--- config.mk ---
export PLATFORM = sky130hd
export DESIGN_NAME = life_generation_row_stream_top
export DESIGN_NICKNAME = d
export VERILOG_FILES = /design/src/hdl/lgrs_pkg.sv /design/src/hdl/lgrs_cell.sv /design/src/hdl/lgrs_row.sv /design/src/hdl/lgrs_queue.sv /design/src/hdl/life_generation_row_stream_top.sv
export VERILOG_INCLUDE_DIRS = /design/src /design/src/hdl
export SDC_FILE = /design/constraint.sdc
export NUM_CORES = 1
export LEC_CHECK = 0
export BUFFER_PORTS_ARGS = -buffer_cell sky130_fd_sc_hd__clkbuf_2
export CAP_MARGIN = 20
export CORE_MARGIN = 2
export CORE_UTILIZATION = 44
export CTS_BUF_LIST = sky130_fd_sc_hd__clkbuf_8
export DETAILED_ROUTE_END_ITERATION = 8
export PLACE_DENSITY = 0.57
export SETUP_SLACK_MARGIN = 0.15
export SYNTH_ARGS = -nofsm -noshare
export SYNTH_HDL_FRONTEND = slang
export SYNTH_SLANG_ARGS = --single-unit
--- constraint.sdc ---
create_clock -name clock -period 10.98 [get_ports clock]
set_input_delay 1.647 -clock clock [delete_from_list [all_inputs] [get_ports clock]]
set_output_delay 1.647 -clock clock [all_outputs]
set_load 0.05 [all_outputs]
--- src/hdl/life_generation_row_stream_top_macros.svh ---
`ifndef LIFE_GENERATION_ROW_STREAM_TOP_MACROS_SVH
`define LIFE_GENERATION_ROW_STREAM_TOP_MACROS_SVH

// Check a consequent in the same cycle as its antecedent.
`define LGRS_ASSERT_NOW(lbl, clk, rst, ante, cons) \
   lbl: assert property (@(posedge clk) disable iff (rst) (ante) |-> (cons)) \
      else $error("lgrs assertion failed");

// Check a consequent in the cycle after its antecedent.
`define LGRS_ASSERT_NEXT(lbl, clk, rst, ante, cons) \
   lbl: assert property (@(posedge clk) disable iff (rst) (ante) |=> (cons)) \
      else $error("lgrs assertion failed");

`endif

--- src/hdl/lgrs_pkg.sv ---
package lgrs_pkg;

   localparam int ROW_W         = 64;
   localparam int GRID_WIDTH    = 64;
   localparam int NBR_COUNT     = 8;
   localparam int NBR_W         = $clog2(NBR_COUNT + 1);
   localparam int BIRTH_COUNT   = 3;
   localparam int SURVIVE_COUNT = 2;
   localparam int QUEUE_DEPTH   = 4;
   localparam int QPTR_W        = $clog2(QUEUE_DEPTH);
   localparam int QCNT_W        = $clog2(QUEUE_DEPTH + 1);

   typedef struct packed {
      logic load;
      logic held;
   } cell_ctl_type;

   typedef struct packed {
      logic first;
      logic second;
   } push_type;

   typedef struct packed {
      logic [ROW_W-1:0] cells;
      logic             frame_end;
   } result_type;

endpackage

--- src/hdl/lgrs_cell.sv ---
module lgrs_cell (
   input  logic                  clock,
   input  lgrs_pkg::cell_ctl_type ctl,
   input  logic                  row_bit,
   input  logic                  row_left,
   input  logic                  row_right,
   input  logic                  above_left,
   input  logic                  above_right,
   input  logic                  mid_left,
   input  logic                  mid_right,
   output logic                  above_bit,
   output logic                  mid_bit,
   output logic                  next_bit,
   output logic                  tail_bit
);

   logic                      above_ff, above_in;
   logic                      mid_ff, mid_in;
   logic [lgrs_pkg::NBR_W-1:0] n_mid;
   logic [lgrs_pkg::NBR_W-1:0] n_tail;
   logic                      up_c, up_l, up_r;

   assign above_bit = above_ff;
   assign mid_bit   = mid_ff;

   assign n_mid = lgrs_pkg::NBR_W'(above_left) + lgrs_pkg::NBR_W'(above_ff)
                + lgrs_pkg::NBR_W'(above_right) + lgrs_pkg::NBR_W'(mid_left)
                + lgrs_pkg::NBR_W'(mid_right) + lgrs_pkg::NBR_W'(row_left)
                + lgrs_pkg::NBR_W'(row_bit) + lgrs_pkg::NBR_W'(row_right);

   // row above the final row is the held middle row, if any
   assign up_c = ctl.held & mid_ff;
   assign up_l = ctl.held & mid_left;
   assign up_r = ctl.held & mid_right;

   assign n_tail = lgrs_pkg::NBR_W'(up_l) + lgrs_pkg::NBR_W'(up_c)
                 + lgrs_pkg::NBR_W'(up_r) + lgrs_pkg::NBR_W'(row_left)
                 + lgrs_pkg::NBR_W'(row_right);

   assign next_bit = (n_mid == lgrs_pkg::NBR_W'(lgrs_pkg::BIRTH_COUNT))
                   | (mid_ff & (n_mid == lgrs_pkg::NBR_W'(lgrs_pkg::SURVIVE_COUNT)));
   assign tail_bit = (n_tail == lgrs_pkg::NBR_W'(lgrs_pkg::BIRTH_COUNT))
                   | (row_bit & (n_tail == lgrs_pkg::NBR_W'(lgrs_pkg::SURVIVE_COUNT)));

   always_comb begin
      above_in = above_ff;
      mid_in   = mid_ff;
      if (ctl.load) begin
         above_in = up_c;
         mid_in   = row_bit;
      end
   end

   always_ff @(posedge clock) begin
      above_ff <= above_in;
      mid_ff   <= mid_in;
   end

endmodule

--- src/hdl/lgrs_row.sv ---
module lgrs_row (
   input  logic                         clock,
   input  lgrs_pkg::cell_ctl_type       ctl,
   input  logic [lgrs_pkg::ROW_W-1:0]   row_cells,
   output logic [lgrs_pkg::ROW_W-1:0]   next_cells,
   output logic [lgrs_pkg::ROW_W-1:0]   tail_cells
);

   logic [lgrs_pkg::ROW_W-1:0] row_bits;
   logic [lgrs_pkg::ROW_W-1:0] above_bits;
   logic [lgrs_pkg::ROW_W-1:0] mid_bits;
   logic [lgrs_pkg::ROW_W+1:0] row_pad;
   logic [lgrs_pkg::ROW_W+1:0] above_pad;
   logic [lgrs_pkg::ROW_W+1:0] mid_pad;

   assign row_pad   = {1'b0, row_bits, 1'b0};
   assign above_pad = {1'b0, above_bits, 1'b0};
   assign mid_pad   = {1'b0, mid_bits, 1'b0};

   for (genvar i = 0; i < lgrs_pkg::ROW_W; i++) begin : g_col
      if (i < lgrs_pkg::GRID_WIDTH) begin : g_cell
         assign row_bits[i] = row_cells[i];
         lgrs_cell u_cell (
            .clock       (clock),
            .ctl         (ctl),
            .row_bit     (row_bits[i]),
            .row_left    (row_pad[i]),
            .row_right   (row_pad[i+2]),
            .above_left  (above_pad[i]),
            .above_right (above_pad[i+2]),
            .mid_left    (mid_pad[i]),
            .mid_right   (mid_pad[i+2]),
            .above_bit   (above_bits[i]),
            .mid_bit     (mid_bits[i]),
            .next_bit    (next_cells[i]),
            .tail_bit    (tail_cells[i])
         );
      end else begin : g_off
         assign row_bits[i]   = 1'b0;
         assign above_bits[i] = 1'b0;
         assign mid_bits[i]   = 1'b0;
         assign next_cells[i] = 1'b0;
         assign tail_cells[i] = 1'b0;
      end
   end

endmodule

--- src/hdl/lgrs_queue.sv ---
`include "life_generation_row_stream_top_macros.svh"

module lgrs_queue (
   input  logic                  clock,
   input  logic                  reset,
   input  lgrs_pkg::push_type    push,
   input  lgrs_pkg::result_type  first_entry,
   input  lgrs_pkg::result_type  second_entry,
   output logic                  space,
   output logic                  out_valid,
   input  logic                  out_ready,
   output lgrs_pkg::result_type  out_entry
);

   lgrs_pkg::result_type        entry_ff [lgrs_pkg::QUEUE_DEPTH];
   logic [lgrs_pkg::QPTR_W-1:0] wr_ptr_ff, wr_ptr_in;
   logic [lgrs_pkg::QPTR_W-1:0] rd_ptr_ff, rd_ptr_in;
   logic [lgrs_pkg::QCNT_W-1:0] count_ff, count_in;
   logic [lgrs_pkg::QPTR_W-1:0] wr_next;
   logic                        pop;
   logic [1:0]                  push_n;

   assign space     = count_ff <= lgrs_pkg::QCNT_W'(lgrs_pkg::QUEUE_DEPTH - 2);
   assign out_valid = count_ff != '0;
   assign out_entry = entry_ff[rd_ptr_ff];
   assign pop       = out_valid & out_ready;
   assign push_n    = 2'(push.first) + 2'(push.second);
   assign wr_next   = wr_ptr_ff + 1'b1;

   always_comb begin
      wr_ptr_in = wr_ptr_ff + lgrs_pkg::QPTR_W'(push_n);
      rd_ptr_in = rd_ptr_ff + lgrs_pkg::QPTR_W'(pop);
      count_in  = count_ff + lgrs_pkg::QCNT_W'(push_n) - lgrs_pkg::QCNT_W'(pop);
   end

   always_ff @(posedge clock) begin
      if (reset) begin
         wr_ptr_ff <= '0;
         rd_ptr_ff <= '0;
         count_ff  <= '0;
      end else begin
         wr_ptr_ff <= wr_ptr_in;
         rd_ptr_ff <= rd_ptr_in;
         count_ff  <= count_in;
      end
   end

   always_ff @(posedge clock) begin
      if (push.first) begin
         entry_ff[wr_ptr_ff] <= first_entry;
         if (push.second) begin
            entry_ff[wr_next] <= second_entry;
         end
      end else if (push.second) begin
         entry_ff[wr_ptr_ff] <= second_entry;
      end
   end

   `LGRS_ASSERT_NOW(a_count_bound, clock, reset, 1'b1,
      count_ff <= lgrs_pkg::QCNT_W'(lgrs_pkg::QUEUE_DEPTH))
   `LGRS_ASSERT_NOW(a_push_room, clock, reset, push.first || push.second, space)
   `LGRS_ASSERT_NEXT(a_pop_only, clock, reset, pop && !push.first && !push.second,
      count_ff == $past(count_ff) - 1'b1)

endmodule

--- src/hdl/life_generation_row_stream_top.sv ---
// Results of an accepted request are registered in the output queue and offered on rsp_ behind older ones.
// Throughput: one request per cycle while two queue slots are free; a final row yields up
// to two results, which the output queue drains one per cycle while rsp_ready is high.
// The column cells hold the two previous rows; one flag, whether a row is held, is the only control.
// Reset (synchronous, active high) empties the held rows and the output queue.
`include "life_generation_row_stream_top_macros.svh"

module life_generation_row_stream_top (
   input  logic                       clock,
   input  logic                       reset,
   input  logic                       req_valid,
   output logic                       req_ready,
   input  logic [lgrs_pkg::ROW_W-1:0] req_row_cells,
   input  logic                       req_final_row,
   output logic                       rsp_valid,
   input  logic                       rsp_ready,
   output logic [lgrs_pkg::ROW_W-1:0] rsp_next_cells,
   output logic                       rsp_frame_end
);

   logic                       held_ff, held_in;
   logic                       accept;
   logic                       space;
   lgrs_pkg::cell_ctl_type     ctl;
   lgrs_pkg::push_type         push;
   lgrs_pkg::result_type       first_entry;
   lgrs_pkg::result_type       second_entry;
   lgrs_pkg::result_type       out_entry;
   logic [lgrs_pkg::ROW_W-1:0] next_cells;
   logic [lgrs_pkg::ROW_W-1:0] tail_cells;

   assign req_ready = space;
   assign accept    = req_valid & req_ready;

   assign ctl.load = accept;
   assign ctl.held = held_ff;

   assign push.first  = accept & held_ff;
   assign push.second = accept & req_final_row;

   assign first_entry.cells      = next_cells;
   assign first_entry.frame_end  = 1'b0;
   assign second_entry.cells     = tail_cells;
   assign second_entry.frame_end = 1'b1;

   assign rsp_next_cells = out_entry.cells;
   assign rsp_frame_end  = out_entry.frame_end;

   always_comb begin
      held_in = held_ff;
      if (accept) begin
         held_in = ~req_final_row;
      end
   end

   always_ff @(posedge clock) begin
      if (reset) begin
         held_ff <= 1'b0;
      end else begin
         held_ff <= held_in;
      end
   end

   lgrs_row u_row (
      .clock      (clock),
      .ctl        (ctl),
      .row_cells  (req_row_cells),
      .next_cells (next_cells),
      .tail_cells (tail_cells)
   );

   lgrs_queue u_queue (
      .clock        (clock),
      .reset        (reset),
      .push         (push),
      .first_entry  (first_entry),
      .second_entry (second_entry),
      .space        (space),
      .out_valid    (rsp_valid),
      .out_ready    (rsp_ready),
      .out_entry    (out_entry)
   );

   `LGRS_ASSERT_NEXT(a_final_empties, clock, reset, accept && req_final_row, !held_ff)
   `LGRS_ASSERT_NEXT(a_row_held, clock, reset, accept && !req_final_row, held_ff)
   `LGRS_ASSERT_NEXT(a_result_shown, clock, reset, accept && (held_ff || req_final_row),
      rsp_valid)

endmodule

; ---- Word-level counts from Yosys, hierarchy flattened
; Memory sizes are Yosys's and may differ from the RTL's. A register that Yosys moved wholly into a read port is not among the register bits.
; Index checks and enable logic that the tools add are counted.
[classes]
n_reduce_logical = 1
eq_ne = 256
bitwise = 326
magnitude_cmp = 1
addsub = 698
n_mux = 9
[op_table]
columns = op, n
row1 = $add A4 B1 Y4, 442
row2 = $eq A4 B2 Y1 const B, 252
row3 = $add A1 B1 Y2, 127
row4 = $add A3 B1 Y4, 61
row5 = $and A1 B1 Y1, 196
row6 = $add A2 B1 Y3, 63
row7 = $or A1 B1 Y1, 129
row8 = $mux W65, 1
row9 = $eq A3 B2 Y1 const B, 4
row10 = $mux W1, 7
row11 = $add A3 B2 Y3, 1
row12 = $le A3 B2 Y1 const B, 1
row13 = $reduce_bool A3 Y1, 1
row14 = $sub A3 B1 Y3, 1
row15 = $add A2 B1 Y2, 1
row16 = $add A2 B1 Y2 const B, 1
row17 = $add A2 B2 Y2, 1
row18 = $mux W2, 1
row19 = $not A1 Y1, 1
[totals]
out_inout_bits = 67
mem_count = 1
reg_bits = 136
in_bits = 69
mem_bits_rw = 260
elab_cells = 1424
[mem_list]
columns = memory, depth, word_bits, rd, rd_clocked_by_memory_dff, write_ports, line_no
row1 = u_queue.entry_ff, 4, 65, 1, 1, 2, lgrs_queue.sv:15  ; lgrs_pkg::result_type entry_ff [lgrs_pkg::QUEUE_DEPTH];

; ---- Depth between registers and ports, before layout
[logic_depth]
ltp_word = 11
depth_mapped = 12
depth_no_buf = 12

; ---- Modules after synthesis
; From an unflattened synthesis, not the netlist that was laid out.
[hier_totals]
cells_unflattened = 3311
area_unflattened_um2 = 36638.9
[by_module_without_submodules]
columns = mod, area_each_um2, cells_each, seq_area_each_um2, n_inst
row1 = lgrs_queue, 14515.2, 998, 7947.6, 1
row2 = lgrs_cell at u_row.g_col[0].g_cell.u_cell ..., 351.6, 36, 60.1, 34
row3 = lgrs_cell at u_row.g_col[19].g_cell.u_cell ..., 336.6, 36, 60.1, 30
row4 = life_generation_row_stream_top, 68.8, 8, 20.0, 1
row5 = lgrs_row, 3.8, 1, 0.0, 1

; ---- Least setup slack after synthesis
; OpenSTA, ideal clock, no wires.
[synth_path]
path_type = input to register
from = input req_valid
to = memory u_queue.entry_ff[0][10] (netlist bit), enable pin
path_stages = 7
setup_time_ns = 0.424
n_path_buf = 2
required_ns = 10.556
t_arrival_ns = 7.470
slack_ns = 3.086
path_cell_list = and2_1 > nand2_1 > ha_1 > or3_1 > buf_2 > buf_2 > nand2_1
[synth_lines]
columns = item, line_no
row1 = "start, declared", life_generation_row_stream_top.sv:11  ; input logic req_valid,
row2 = "end, declared", lgrs_queue.sv:15

==> impl_results.md <==
- Clk_lat worst skew: 0.67 ns
- CORE AREA: 74070 um^2
- Setup Skew: 0.03631 ns
- Warnings from Yosys: 0
- Sequential fraction of the synthesis area: approximately 36%
- Reg power frac: 25.1%
- P_leak: between 15 and 20 nW
- Post-CTS Repair Setup Buffers: 0
- Initial antenna violation count: 2
- Clock buffer depth: 3
- Pre-Repair DR Iteration Count: 6
- Die extent in x: 276.9 um
- CTS tree: built
- Worst-Margin Slew: about 1.1 ns
- CP Class: flip-flop to primary output
- Clk sinks: 396
- Port Buf Inserts: 135
- Crit-path max FO: 44
- Vias in the first global route: 24310
- Post-Synth XOR/XNOR Area: less than 1%
- Final RePlAce weighted congestion: 0.8131
- Layout Nets: 3643
- Fillcell total: 6697
- H-tree level count: 3
- Adder-cell share of the synthesized area: 33.16%
- Overall Power: between 8 and 9 mW
- Hold Buf Count CTS: 0
- WL per Instance: 21.75 um
- Cells after synthesis: 2795
- Async set-reset flop share out of synthesis: 0%
- Die ar.: ~77000 um^2
- Psw: 3.953 mW
- Fin area: roughly 36000 um^2
- Unrepaired setup endpoints after global routing: false
- # DRC: 0
- Via count: 22080
- Worst-path clk slew: 0.06 ns
- Sequence of cells on the critical path: buf_4 > mux4_2 > clkbuf_2
- Hold Crit Class: flip-flop to flip-flop
- Max-cap violation count: 0
- Top FF cell, synth: edfxtp_1
- Initial core utilization: 44.24%
- Hold path cells: 2
- Remaining global-route overflow: 0
- Syn_area_per_cell: around 12 um^2
- Compound-cell area share of the yosys netlist: around an eighth
- Largest net degree at the start of global routing: 67
- CP peak stage delay: 0.84 ns
- Total track usage: 23.07%
- Maximum vdd drop: 0.1252 mV
- Mapped Area: around 33000 um^2
- F_max: 207.1 MHz
- Syn Nets: 3505
- Layout cells sized above 1: 11.26%
- Power share of the clock group: 16.5%
- Total detailed-routing wirelength: 86210 um
- IO Pins: 136
- Slowest CP cell: buf_4
- Largest family of logic cells by synthesized area: adder cells
- Setup_tns: 0 ns
- Critical Path Source Type: flip-flop
- Routed Antenna Nets: 0
- Final Max Slew Viols: 0
- Number of synthesized register bits: 396
- First-pass GRT wire length: 136600 um
- Root Buffer: clkbuf_8
- PwrDens: 234.0 nW/um^2
- Row cnt: 100
- DRT iter0 DRCs: between 1000 and 1500
- Yosys top cell by area: edfxtp_1
- Num CTS Buffers: 76
- Count leader, synth: inv_1
- Post-DP HPWL: about 60000 um
- Critical path required time: 9.33 ns
- Final setup viols: 0
- Max-slew headroom: 27.52%
- P_int: 4.463 mW
- Sw frac: 46.97%
- Dpl cell area: 34480 um^2
- Status: finished clean
- Post-CTS resize count: 0
- Synth Area in Simple Gates: 3.605%
- R2R cell count: 9
- Area growth, synth to finish: 9.744%
- Multi-input gate area: 17670 um^2
- Final period util: 43.97%
- Min cycle time layout: ~4.8 ns
- Crit end category: primary output
- Mux share of post-synthesis cell area: 4.498%
- Hold Fails Final Rpt: 0
- Synth cell count leaders: inv_1 (788), edfxtp_1 (384), fa_1 (379)
- Cell variety after synth: 43
- Top post-synthesis cells by area: edfxtp_1 (35%), fa_1 (23%), ha_1 (10%)
- Part of the power in combinational logic: 58.4%
- Post-synth EDFFs: 384
- CP arrival: 3.18 ns
- Die Y-Extent: about 280 um
- Sequential cell area: 11780 um^2
- Routed vias/inst: approximately 5.6
- Yosys top cell area share: 35.19%
==> layer usage <==
metal / up-vias / part of all wire, % / GRT usage (%) / wire length [um]
li1: 9886 / - / - / -
met1: 11380 / 41 / 29.35 / 35010
met2: 677 / 50 / 39.31 / 42820
met3: 137 / 6.3 / 4.151 / 5433
met4: 0 / 3.4 / 8.821 / 2952
met5: - / 0 / 0 / 0
==> logic make-up (layout without fill, tap and decap cells) <==
| family | after synthesis | after routing |
|---|---|---|
| buffers and inverters | 884 | 1082 |
| adders and majority gates | 641 | 641 |
| AOI/OAI and AO/OA | 538 | 538 |
| DFF | 396 | 396 |
| and+or+nand+nor | 265 | 265 |
| muxes | 66 | 66 |
| xor gates and xnor gates | 5 | 5 |
| other | 0 | 2 |
==> placed cells by master (no fill, tap or decap), types with 33 or more instances in the layout <==
cell type and count:
a2111o_1 37, a211o_1 37, a211oi_1 50, clkbuf_2 135, clkbuf_8 80, edfxtp_1 384, fa_1 379, ha_1 261
inv_1 816, mux4_2 65, nand2_1 95, nor2_1 81, o211ai_1 90, o22ai_1 193, o2bb2ai_1 38, or2_0 33
==> final cells by class <==
type | count | share of cell area (%)
Clock buffer | 80 | 3.062
Clock inverter | 58 | 0.8211
Antenna cell | 2 | 0.01392
Timing Repair Buffer | 156 | 2.616
Inverter | 788 | 8.225
Multi-Input combinational cell | 1515 | 49.13
Tap cell | 969 | 3.371
Sequential cell | 396 | 32.76
==> critical path: cells and delay by family, from the launching register on <==
kind / cells / cell delay, ns
buffers and inverters: 2 / 1.11
multiplexers: 1 / 0.68
flip-flops: 1 / 0.67
==> sequential cells by signal, indices dropped and copies added, names as in the netlist <==
signal,flops
held_ff,1
u_queue.count_ff,3
u_queue.entry_ff,260
u_queue.rd_ptr_ff,2
u_queue.wr_ptr_ff,2
u_row.g_col.g_cell.u_cell.above_bit,64
u_row.g_col.g_cell.u_cell.mid_bit,64
==> through the flow <==
step                      std cells  setup slack, ns  utilization, %  hold slack (ns)
after detailed placement       3821            5.579           46.55           0.4339
after floorplan                2795            3.086               -           0.4182
after global placement         3818            5.757           46.45           0.4308
final                          3964            6.152           48.55           0.4486
after CTS                      3959            5.996           48.43           0.4455
after global routing           3964            5.905           48.55           0.4707
==> power groups by stage <==
stage          logic, mW  clock network (mW)  registers, mW
4_1_cts             4.94                1.43           2.13
2_1_floorplan       3.62                   0           2.07
3_5_place_dp        4.90                   0           2.16
6_report            4.91                1.39           2.11
3_3_place_gp        4.59                   0           2.16
5_1_grt             5.57                1.49           2.14
==> worst paths after layout <==
check,to,startpoint,slack (ns)
setup / recovery,rsp_next_cells[53],u_queue.rd_ptr_ff[0],6.15
hold / removal,u_queue.entry_ff[0][0],u_queue.entry_ff[0][0],0.45
setup reg to reg,u_queue.entry_ff[1][39],u_queue.count_ff[1],6.74
hold reg to reg,u_queue.entry_ff[0][0],u_queue.entry_ff[0][0],0.45
Note: power is estimated with default switching activity, not from simulation.
